**config.mk**
```make
export PLATFORM = sky130hd
export DESIGN_NAME = set_assoc_lru_cache
export DESIGN_NICKNAME = d
export VERILOG_FILES = /design/src/sv/salc_pkg.sv /design/src/sv/salc_front.sv /design/src/sv/salc_back.sv /design/src/sv/set_assoc_lru_cache.sv
export SDC_FILE = /design/constraint.sdc
export NUM_CORES = 2
export LEC_CHECK = 0
export BUFFER_PORTS_ARGS = -buffer_cell sky130_fd_sc_hd__buf_2
export CAP_MARGIN = 25
export CORE_ASPECT_RATIO = 1.25
export CORE_MARGIN = 4
export CORE_UTILIZATION = 58
export CTS_CLUSTER_DIAMETER = 50
export DETAILED_ROUTE_END_ITERATION = 10
export PLACE_DENSITY = 0.74
export SLEW_MARGIN = 10
export SYNTH_ARGS = -nofsm -noshare
export SYNTH_HDL_FRONTEND = slang
export SYNTH_SLANG_ARGS = --single-unit
```
**constraint.sdc**
```tcl
create_clock -name clk -period 28.2 [get_ports clk]
set_input_delay 0 -clock clk [delete_from_list [all_inputs] [get_ports clk]]
set_output_delay 0 -clock clk [all_outputs]
set_load 0.05 [all_outputs]
```
**src/sv/salc_pkg.sv**
```systemverilog
// Shared types and constants for the set-associative LRU cache.
package salc_pkg;
  localparam int MAX_SETS = 16;
  localparam int MAX_WAYS = 4;
  localparam int ADDR_BITS = 16;
  localparam int DATA_BITS = 32;
  localparam int SET_W = $clog2(MAX_SETS);
  localparam int WAY_W = (MAX_WAYS > 1) ? $clog2(MAX_WAYS) : 1;
  localparam int LINES = MAX_SETS * MAX_WAYS;
  localparam int LINE_W = $clog2(LINES);
  localparam int SCNT_W = $clog2(MAX_SETS + 1);
  localparam int WCNT_W = $clog2(MAX_WAYS + 1);
  localparam int CNT_W = 32;

  localparam logic [1:0] REG_SET_COUNT = 2'd0;
  localparam logic [1:0] REG_WAY_COUNT = 2'd1;
  localparam logic CMD_PUT = 1'b1;

  // Classified access passed from front to back.
  typedef struct packed {
    logic                 is_put;
    logic [SET_W-1:0]     set_idx;
    logic [ADDR_BITS-1:0] tag;
    logic [DATA_BITS-1:0] data;
    logic [WCNT_W-1:0]    ways;
  } req_t;
endpackage

```
**src/sv/salc_front.sv**
```systemverilog
// Front end: accepts accesses, splits address into set and tag, queues them.
module salc_front (
  input  logic                        clk,
  input  logic                        rst_n,
  input  logic                        start,
  output logic                        busy,
  input  logic                        in_cmd,
  input  logic [15:0]                 in_address,
  input  logic [31:0]                 in_data_in,
  input  logic [salc_pkg::SCNT_W-1:0] sets,
  input  logic [salc_pkg::WCNT_W-1:0] ways,
  output logic                        q_valid,
  output salc_pkg::req_t              q_req,
  input  logic                        q_pop
);
  import salc_pkg::*;

  logic                 div_act_r, div_act_nxt;
  logic [ADDR_BITS-1:0] rem_r, rem_nxt;
  logic [ADDR_BITS-1:0] quo_r, quo_nxt;
  logic [ADDR_BITS-1:0] rem_sh;
  logic [ADDR_BITS:0]   diff;
  logic [$clog2(ADDR_BITS+1)-1:0] cnt_r, cnt_nxt;
  logic                 put_r;
  logic [DATA_BITS-1:0] data_r;
  logic [SCNT_W-1:0]    sets_r;
  logic [WCNT_W-1:0]    ways_r;
  req_t                 fifo_r [2];
  logic [1:0]           cnt_q_r, cnt_q_nxt;
  logic                 wp_r, rp_r;
  logic                 accept, push;

  assign busy   = div_act_r || (cnt_q_r == 2'd2);
  assign accept = start && !busy;
  // Restoring divide, one quotient bit per cycle.
  assign rem_sh = {rem_r[ADDR_BITS-2:0], quo_r[ADDR_BITS-1]};
  assign diff   = {1'b0, rem_sh} - {{(ADDR_BITS+1-SCNT_W){1'b0}}, sets_r};
  assign push   = div_act_r && (cnt_r == 0);

  always_comb begin
    div_act_nxt = div_act_r;
    rem_nxt = rem_r;
    quo_nxt = quo_r;
    cnt_nxt = cnt_r;
    if (accept) begin
      div_act_nxt = 1'b1;
      rem_nxt = '0;
      quo_nxt = in_address;
      cnt_nxt = ($clog2(ADDR_BITS+1))'(ADDR_BITS);
    end else if (div_act_r) begin
      if (cnt_r == 0) begin
        div_act_nxt = 1'b0;
      end else begin
        cnt_nxt = cnt_r - 1'b1;
        if (!diff[ADDR_BITS]) begin
          rem_nxt = diff[ADDR_BITS-1:0];
          quo_nxt = {quo_r[ADDR_BITS-2:0], 1'b1};
        end else begin
          rem_nxt = rem_sh;
          quo_nxt = {quo_r[ADDR_BITS-2:0], 1'b0};
        end
      end
    end
    cnt_q_nxt = cnt_q_r + {1'b0, push} - {1'b0, q_pop};
  end

  always_ff @(posedge clk) begin
    if (!rst_n) begin
      div_act_r <= 1'b0;
      cnt_q_r <= '0;
      wp_r <= 1'b0;
      rp_r <= 1'b0;
      cnt_r <= '0;
    end else begin
      div_act_r <= div_act_nxt;
      cnt_q_r <= cnt_q_nxt;
      cnt_r <= cnt_nxt;
      if (push) wp_r <= ~wp_r;
      if (q_pop) rp_r <= ~rp_r;
    end
    rem_r <= rem_nxt;
    quo_r <= quo_nxt;
    if (accept) begin
      put_r <= in_cmd;
      data_r <= in_data_in;
      sets_r <= sets;
      ways_r <= ways;
    end
    if (push) begin
      fifo_r[wp_r] <= '{is_put: put_r, set_idx: rem_r[SET_W-1:0], tag: quo_r,
                        data: data_r, ways: ways_r};
    end
  end

  assign q_valid = cnt_q_r != 2'd0;
  assign q_req   = fifo_r[rp_r];
endmodule

```
**src/sv/salc_back.sv**
```systemverilog
// Back end: set lookup, LRU replacement and result generation.
module salc_back (
  input  logic                 clk,
  input  logic                 rst_n,
  input  logic                 q_valid,
  input  salc_pkg::req_t       q_req,
  output logic                 q_pop,
  output logic                 out_valid,
  output logic                 out_hit,
  output logic [31:0]          out_read_data,
  output logic [31:0]          out_hit_total,
  output logic [31:0]          out_miss_total
);
  import salc_pkg::*;

  logic [MAX_WAYS-1:0]  valid_r [MAX_SETS];
  logic [WAY_W-1:0]     rank_r  [MAX_SETS][MAX_WAYS];
  logic [MAX_WAYS-1:0][ADDR_BITS-1:0] tag_mem  [MAX_SETS];
  logic [MAX_WAYS-1:0][DATA_BITS-1:0] data_mem [MAX_SETS];
  logic [MAX_WAYS-1:0][ADDR_BITS-1:0] tag_rd;
  logic [MAX_WAYS-1:0][DATA_BITS-1:0] data_rd;
  logic                 rd_r;
  req_t                 req_r;
  logic [CNT_W-1:0]     hits_r, miss_r;
  logic                 hit;
  logic [WAY_W-1:0]     hw, fw, vw, w;
  logic                 hfound, ffound;
  logic [WAY_W-1:0]     best, top, old;
  logic [MAX_WAYS-1:0]  in_use;

  assign q_pop = q_valid && !rd_r;

  always_ff @(posedge clk) begin
    tag_rd  <= tag_mem[q_req.set_idx];
    data_rd <= data_mem[q_req.set_idx];
    if (q_pop) req_r <= q_req;
  end

  always_comb begin
    top = WAY_W'(req_r.ways - 1'b1);
    for (int k = 0; k < MAX_WAYS; k++) in_use[k] = k < int'(req_r.ways);
    hfound = 1'b0; hw = '0; ffound = 1'b0; fw = '0; best = '0; vw = '0;
    for (int k = MAX_WAYS-1; k >= 0; k--) begin
      if (in_use[k] && valid_r[req_r.set_idx][k] && tag_rd[k] == req_r.tag) begin
        hfound = 1'b1; hw = WAY_W'(k);
      end
      if (in_use[k] && !valid_r[req_r.set_idx][k]) begin
        ffound = 1'b1; fw = WAY_W'(k);
      end
    end
    for (int k = 0; k < MAX_WAYS; k++) begin
      if (in_use[k] && rank_r[req_r.set_idx][k] > best) begin
        best = rank_r[req_r.set_idx][k]; vw = WAY_W'(k);
      end
    end
    hit = hfound;
    w = hfound ? hw : (ffound ? fw : vw);
    old = hfound ? rank_r[req_r.set_idx][w] : top;
    if (old > top) old = top;
  end

  always_ff @(posedge clk) begin
    if (!rst_n) begin
      rd_r <= 1'b0;
      out_valid <= 1'b0;
      hits_r <= '0;
      miss_r <= '0;
      for (int s = 0; s < MAX_SETS; s++) begin
        valid_r[s] <= '0;
        for (int k = 0; k < MAX_WAYS; k++) rank_r[s][k] <= '0;
      end
    end else begin
      rd_r <= q_pop;
      out_valid <= rd_r;
      if (rd_r) begin
        for (int k = 0; k < MAX_WAYS; k++) begin
          if (WAY_W'(k) != w && in_use[k] && !(k == int'(w) ) &&
              (valid_r[req_r.set_idx][k] && !(!hit && !ffound && WAY_W'(k) == w)) &&
              rank_r[req_r.set_idx][k] < old && rank_r[req_r.set_idx][k] < top)
            rank_r[req_r.set_idx][k] <= rank_r[req_r.set_idx][k] + 1'b1;
        end
        rank_r[req_r.set_idx][w] <= '0;
        valid_r[req_r.set_idx][w] <= 1'b1;
        if (!req_r.is_put) begin
          if (hit) hits_r <= hits_r + 1'b1;
          else miss_r <= miss_r + 1'b1;
        end
      end
    end
    if (rd_r) begin
      tag_mem[req_r.set_idx][w] <= req_r.tag;
      if (req_r.is_put || !hit) data_mem[req_r.set_idx][w] <= req_r.data;
      out_hit <= hit;
      out_read_data <= req_r.is_put ? '0 : (hit ? data_rd[w] : req_r.data);
    end
  end

  assign out_hit_total  = hits_r;
  assign out_miss_total = miss_r;
endmodule

```
**src/sv/set_assoc_lru_cache.sv**
```systemverilog
// Top level of the set-associative LRU cache.
// Usage:
//   Raise start with in_cmd (0 get, 1 put), in_address and in_data_in; the
//   access is taken at a clock edge where start is high and busy is low.
//   The front end divides the address by set_count with a restoring divider,
//   one quotient bit per cycle, and stays busy while dividing or while the
//   two-entry queue to the back end is full. The back end reads the set,
//   then updates it with a registered result, and takes no new access
//   while updating.
//   Each result shows on out_* for one cycle with out_valid high; the
//   receiver cannot stall it. out_hit_total and out_miss_total carry running
//   get counts after that access.
//   Configuration: cfg_we, cfg_index (0 set_count, 1 way_count), cfg_wdata
//   (way_count takes cfg_wdata[2:0] only); write only while idle. Zero acts
//   as one, large values saturate. Reset (rst_n low, synchronous) empties
//   the cache, clears LRU ranks and counters, and sets 16 sets and 4 ways.
module set_assoc_lru_cache (
  input  logic        clk,
  input  logic        rst_n,
  input  logic        start,
  output logic        busy,
  input  logic        in_cmd,
  input  logic [15:0] in_address,
  input  logic [31:0] in_data_in,
  output logic        out_valid,
  output logic        out_hit,
  output logic [31:0] out_read_data,
  output logic [31:0] out_hit_total,
  output logic [31:0] out_miss_total,
  input  logic        cfg_we,
  input  logic [0:0]  cfg_index,
  input  logic [4:0]  cfg_wdata
);
  import salc_pkg::*;

  logic [SCNT_W-1:0] sets_r;
  logic [WCNT_W-1:0] ways_r;
  logic              q_valid, q_pop;
  req_t              q_req;

  always_ff @(posedge clk) begin
    if (!rst_n) begin
      sets_r <= SCNT_W'(MAX_SETS);
      ways_r <= WCNT_W'(MAX_WAYS);
    end else if (cfg_we) begin
      if (cfg_index == REG_SET_COUNT[0]) begin
        if (cfg_wdata == 5'd0) sets_r <= SCNT_W'(1);
        else if (int'(cfg_wdata) > MAX_SETS) sets_r <= SCNT_W'(MAX_SETS);
        else sets_r <= SCNT_W'(cfg_wdata);
      end else begin
        if (cfg_wdata[2:0] == 3'd0) ways_r <= WCNT_W'(1);
        else if (int'(cfg_wdata[2:0]) > MAX_WAYS) ways_r <= WCNT_W'(MAX_WAYS);
        else ways_r <= WCNT_W'(cfg_wdata[2:0]);
      end
    end
  end

  salc_front u_front (
    .clk, .rst_n, .start, .busy, .in_cmd, .in_address, .in_data_in,
    .sets(sets_r), .ways(ways_r), .q_valid, .q_req, .q_pop
  );

  salc_back u_back (
    .clk, .rst_n, .q_valid, .q_req, .q_pop, .out_valid, .out_hit,
    .out_read_data, .out_hit_total, .out_miss_total
  );
endmodule

```
# Word-level counts from Yosys, hierarchy flattened
# Memory sizes are Yosys's and may differ from the RTL's. A register that Yosys moved wholly into a read port is not among the register bits.
# Index checks and enable logic that the tools add are counted.
word_totals:
  ff_bits: 245
  latch_bits: 0
  ram_bits: 3376
  romBits: 0
  output_inout_bits: 99
  memories: 5
op_classes:
  add_sub_neg: 11
  n_mul: 0
  div: 0
  n_lt_le_gt_ge: 23
  n_eq_ne: 15
  n_shift: 0
  mux: 100
  n_bitwise: 16
  n_reduce_logical: 85
mem_list:
  columns: ["name", "words", "width", "rd", "rd_ports_with_merged_regs", "write_ports", "line", "rtl"]
  rows:
  - ["u_back.data_mem", 16, 128, 1, 1, 1, "salc_back.sv:19", "logic [MAX_WAYS-1:0][DATA_BITS-1:0] data_mem [MAX_SETS];"]
  - ["u_back.tag_mem", 16, 64, 1, 1, 1, "salc_back.sv:18", "logic [MAX_WAYS-1:0][ADDR_BITS-1:0] tag_mem [MAX_SETS];"]
  - ["u_back.rank_r", 16, 8, 1, 1, 16, "salc_back.sv:17", "logic [WAY_W-1:0] rank_r [MAX_SETS][MAX_WAYS];"]
  - ["u_front.fifo_r", 2, 56, 1, 1, 1, "salc_front.sv:28", "req_t fifo_r [2];"]
  - ["u_back.valid_r", 16, 4, 1, 1, 16, "salc_back.sv:16", "logic [MAX_WAYS-1:0] valid_r [MAX_SETS];"]
ops:
  columns: ["operator", "count"]
  rows:
  - ["2-to-1 mux 128 bit", 1]
  - ["2-to-1 mux 32 bit", 3]
  - ["adder 32 x 1 -> 32 bit, second input constant", 2]
  - ["binary-select mux 32 bit (select 2 bit)", 1]
  - ["demux 32 bit (select 2 bit)", 1]
  - ["== test 16 bit", 4]
  - ["2-to-1 mux 16 bit", 4]
  - ["2-to-1 mux 64 bit", 1]
  - ["logical AND 1 bit", 50]
  - ["2-to-1 mux 1 bit", 47]
  - ["2-to-1 mux 2 bit", 20]
  - ["demux 16 bit (select 2 bit)", 1]
  - ["2-to-1 mux 4 bit", 7]
  - ["2-to-1 mux 5 bit", 5]
  - ["2-to-1 mux 8 bit", 3]
  - ["subtractor 16 x 5 -> 17 bit", 1]
  - ["logical NOT 1 bit", 16]
  - ["< comparator 2 bit", 8]
  - ["2-to-1 mux 15 bit", 1]
  - ["logical NOT 5 bit", 2]
  - ["adder 2 x 1 -> 2 bit, second input constant", 4]
  - ["== test 2 bit, first input constant", 4]
  - ["greater-than comparator 2 bit", 4]
  - ["OR 1 bit", 8]
  - ["33 further kinds", 52]

# Logic depth before layout (Yosys ltp)
logic_depth:
  ltp_word: 31
  ltp_mapped: 45

# By module
# From an unflattened synthesis, not the netlist that was laid out.
hier_totals:
  cells_unflattened: 6910
  hier_area_um2: 146625.6
by_module_without_submodules:
  columns: ["module", "instances", "cells_each", "area_per_inst_um2"]
  rows:
  - ["salc_back", 1, 6414, 138790.6]
  - ["salc_front", 1, 458, 7504.7]
  - ["set_assoc_lru_cache", 1, 38, 330.3]

# Worst setup path before layout
# OpenSTA, ideal clock, no wires.
synth_timing:
  path_type: "register -> register"
  start: "reg with a tool-made name"
  end: "mem u_back.rank_r[10][4] (netlist bit), enable pin"
  setup_time_ns: 0.327
  arrival_ns: 9.052
  required_time_ns: 27.873
  slack_ns: 18.821
  path_stages_with_launch: 43
  n_path_buf: 10
  cell_sequence: "dfxtp_1 > buf_4 > buf_2 > buf_2 > buf_2 > buf_2 > mux4_2 > mux4_2 > nand2_1 > ha_1 > nor2b_1 > o211ai_1 > nor2_1 > a31oi_1 > ha_1 > nor2b_1 > o21ai_0 > nor2_1 > [7 not listed] > buf_4 > buf_2 > buf_2 > nand2_1 > o21ai_0 > o211ai_1 > o21ai_0 > ha_1 > nor2_1 > o22ai_1 > nand4bb_1 > a2111oi_0 > a211oi_1 > and2_1 > buf_4 > o211a_4 > buf_4 > o21ai_0"
synth_lines:
  columns: ["element", "line"]
  rows:
  - ["end, declared", "salc_back.sv:17"]

==> results_dict.tcl <==
set metrics [dict create \
    timing.critical_path.arrival_ns 10.30 \
    setup.worst_path.start_class "flop" \
    power.total_w 0.01663 \
    clkPwrFrac 0.302 \
    via_count_of_the_first_global_routing_pass 92960 \
    rsz0062_at_grt "false" \
    vias 95710 \
    clock_sinks 3818 \
    cts.hold.buffers_added 135 \
    fillers 17290 \
    async_flop_share 0 \
    global_route.usage.total 0.2957 \
    critPathMostFrequentCell "ha_1" \
    detailed_routing_iterations_pass_1 6 \
    die_h_um 575.0 \
    routedLengthMet1_um 142600 \
    timing.final.max_slew_violations 0 \
    cts.clk_slew.worst_paths_ns 0.06 \
    cts_repair_resize_count 0 \
    detail_route.iter0.violations 11810 \
    antenna_found_initial 26 \
    worstPathMaxFanout 46 \
    placer_congestion_estimate 0.9012 \
    areaGrowthSynthToFinish_pct 13.10 \
    leakage_nw 58.97 \
    fmax_ghz 0.1023 \
    p_switching_w 0.005630 \
    transition_time_of_the_tightest_slew_check_pin_ns 1.192 \
    chip_width_um 461.6 \
    dp_slack_ns 18.45 \
    timing.max_cap.violations 0 \
    synthesis.instances 11400 \
    avgRoutedWirePerCell_um 26.32 \
    avgViaCountPerCell 6.278 \
    synth_seq_area_share 0.7444 \
    commonest_non_fill_non_tap_cells_in_the_layout "edfxtp_1, nand2_1, nand3_1" \
    yosys.area_share.xor_xnor 0.008278 \
    floorplan.die_area_um2 265400 \
    gr-total-overflow 0 \
    synth_top_family_by_area "simple AND/OR/NAND/NOR gates" \
    crit_type "reg2reg" \
    route.met3.wl_um 34510 \
    p_sw_frac 0.3385 \
    edff_count_synth 3458 \
    final.setup.tns_ns 0 \
    row_cnt 207 \
    outcome "completed" \
    ant_nets 0 \
    grt_first_pass_wirelength_um 588200 \
    cts_buffer_depth 4 \
    synth-compound-area-share 0.04173 \
    seqPwrFrac 0.434 \
    most_common_cell_after_layout_fill_and_taps_aside "edfxtp_1" \
    postSynth.topFlopCell "edfxtp_1" \
    floorplan.core_area_um2 255100 \
    htree_num_levels 5 \
    report.final.hold_viol_count 0 \
    place_hpwl_um 225900 \
    cts_tree "done" \
    drcViolationCount 0 \
    maximum_number_of_pins_on_one_net_before_global_route_repair 186 \
    synth-simple-area-share 0.1603 \
    cts_post_setup_buffers_inserted 0 \
    worst_path_max_delay_cell "dfxtp_4" \
    syn-num-nets 11480 \
    min_period_over_period 0.3466 \
    finClkSkew_ns 0.07351 \
    clk_latency_ns 0.93 \
    fin_crit_ns 9.775 \
    yosys-mux-area-fraction 0.02204 \
    netlist_area_um2 149200 \
    internal_power_w 0.01100 \
    sort_of_element_at_the_end_of_the_critical_path "flop" \
    final.setup.worst_slack_ns 18.42 \
    yosys_register_bits 3818 \
    drive_above_1_share 0.1029 \
    dr_wl_met2_um 196500 \
    power_per_cell_area_nw_per_um2 98.59 \
    nets_final 11670 \
    ir_worst_vdd_mv 0.1400 \
    floorplan.initialDensity 0.5848 \
    dr.max_layer_used "met5" \
    synth.yosys.warnings 0 \
    route.final.wire_length_um 401200 \
    slew_headroom 0.2000 \
    placement.io_buffers 157 \
    cts_inserted_buffers 371 \
    clock-root-buffer "clkbuf_16" \
    worstHoldPathType "in2reg" \
    synth.lib_cells_used.distinct 74 \
    timing.critical_path.required_ns 28.73 \
    post_synth_fa_ha_maj_area_fraction 0.002483 \
    setup_viol 0 \
    boundaryPins 158 \
    syn_avg_cell_area_um2 13.09 \
    power.share.combinational 0.264 \
    timing.critical_path.slowest_cell_delay_ns 0.98 \
]
cell type report:
cell class / instances / area, um^2 / area share
diodes: 16 / 40.04 / 0.0002373
multi-input cells: 6775 / 35610 / 0.2110
flip-flops and latches: 3818 / 111100 / 0.6583
repair buffers: 581 / 5329 / 0.03158
well taps: 3344 / 4184 / 0.02480
clock buffers: 479 / 10100 / 0.05985
clock inverters: 194 / 2240 / 0.01327
inverters: 37 / 161.4 / 0.0009567
routing by layer:
metal | GRT usage | up-vias
met5 | 0 | -
met4 | 0.1789 | 2
met3 | 0.04572 | 1044
met2 | 0.4859 | 5172
met1 | 0.3728 | 47470
li1 | - | 42030
critical path, delay by kind of cell (launching register included):
family	cells	cell delay, ns
AOI/OAI and AO/OA	14	3.35
muxes	3	1.48
and+or+nand+nor	11	1.46
adders and majority gates	5	1.37
DFF	1	0.98
buffers and inverters	2	0.77
cells by family (layout without fill, tap and decap cells):
family,after synthesis,count (layout)
AND/OR/NAND/NOR,5538,5538
flip-flops,3818,3818
AO/OA/AOI/OAI,813,813
buffers and inverters,802,1291
multiplexers,254,254
XOR/XNOR,141,141
adder cells (fa/ha/maj),29,29
other,0,16
registers in the layout, indices dropped and copies added, names as in the netlist, 5 cells and up, named ones only:
| name | flops |
|---|---|
| u_back.data_mem | 2048 |
| u_back.tag_mem | 1024 |
| u_back.data_rd | 128 |
| u_back.rank_r | 128 |
| u_front.fifo_r | 112 |
| u_back.tag_rd | 64 |
| u_back.valid_r | 64 |
| u_back.req_r | 56 |
| u_back.out_hit_total | 32 |
| u_back.out_miss_total | 32 |
| u_back.out_read_data | 32 |
| u_front.data_r | 32 |
| u_front.quo_r | 16 |
| u_front.rem_r | 15 |
| sets_r | 5 |
| u_front.cnt_r | 5 |
| u_front.sets_r | 5 |
metrics by stage:
stage / std cells / hold slack, ns / instance area [um^2] / util
after floorplan: 11400 / 0.09887 / 149200 / -
after global placement: 14360 / 0.1785 / 153700 / 0.6025
after detailed placement: 14380 / 0.1781 / 154200 / 0.6044
after CTS: 15190 / 0.01002 / 167900 / 0.6581
after global routing: 15240 / 0.08111 / 168700 / 0.6613
final: 15240 / 0.06272 / 168700 / 0.6613
final timing paths:
check	slack, ns	start	depth (start not counted)	to
worst max-delay path	18.42	flop	35	u_back.rank_r[6][0]
worst min register to register	0.43	u_front.data_r[4]	0	u_front.fifo_r[0][7]
worst min-delay path	0.06	cfg_wdata[2]	5	ways_r[1]
worst max register to register	18.42	flop	35	u_back.rank_r[6][0]
Yosys cell counts, drive strengths merged (54+ instances only):
master | number | share of area
a311oi | 384 | 0.023
a31oi | 193 | 0.0081
and2 | 71 | 0.0030
and3 | 232 | 0.0097
buf | 77 | 0.0025
clkbuf | 688 | 0.017
dfxtp | 360 | 0.048
edfxtp | 3458 | 0.70
mux2 | 56 | 0.0042
mux2i | 144 | 0.0097
mux4 | 54 | 0.0082
nand2 | 3205 | 0.081
nand3 | 1583 | 0.053
nor2 | 302 | 0.0076
o21a | 68 | 0.0034
o21ai | 82 | 0.0028
xnor2 | 95 | 0.0056
power by group through the flow:
stage	sequential [W]	combinational (W)	clock (W)
detailed placement	0.00734	0.00427	0
floorplan	0.00742	0.00240	0
finish	0.00722	0.00439	0.00502
global route	0.00723	0.00467	0.00531
global placement	0.00734	0.00416	0
CTS	0.00722	0.00433	0.00506
No activity file was read; power rests on OpenSTA's default activity.
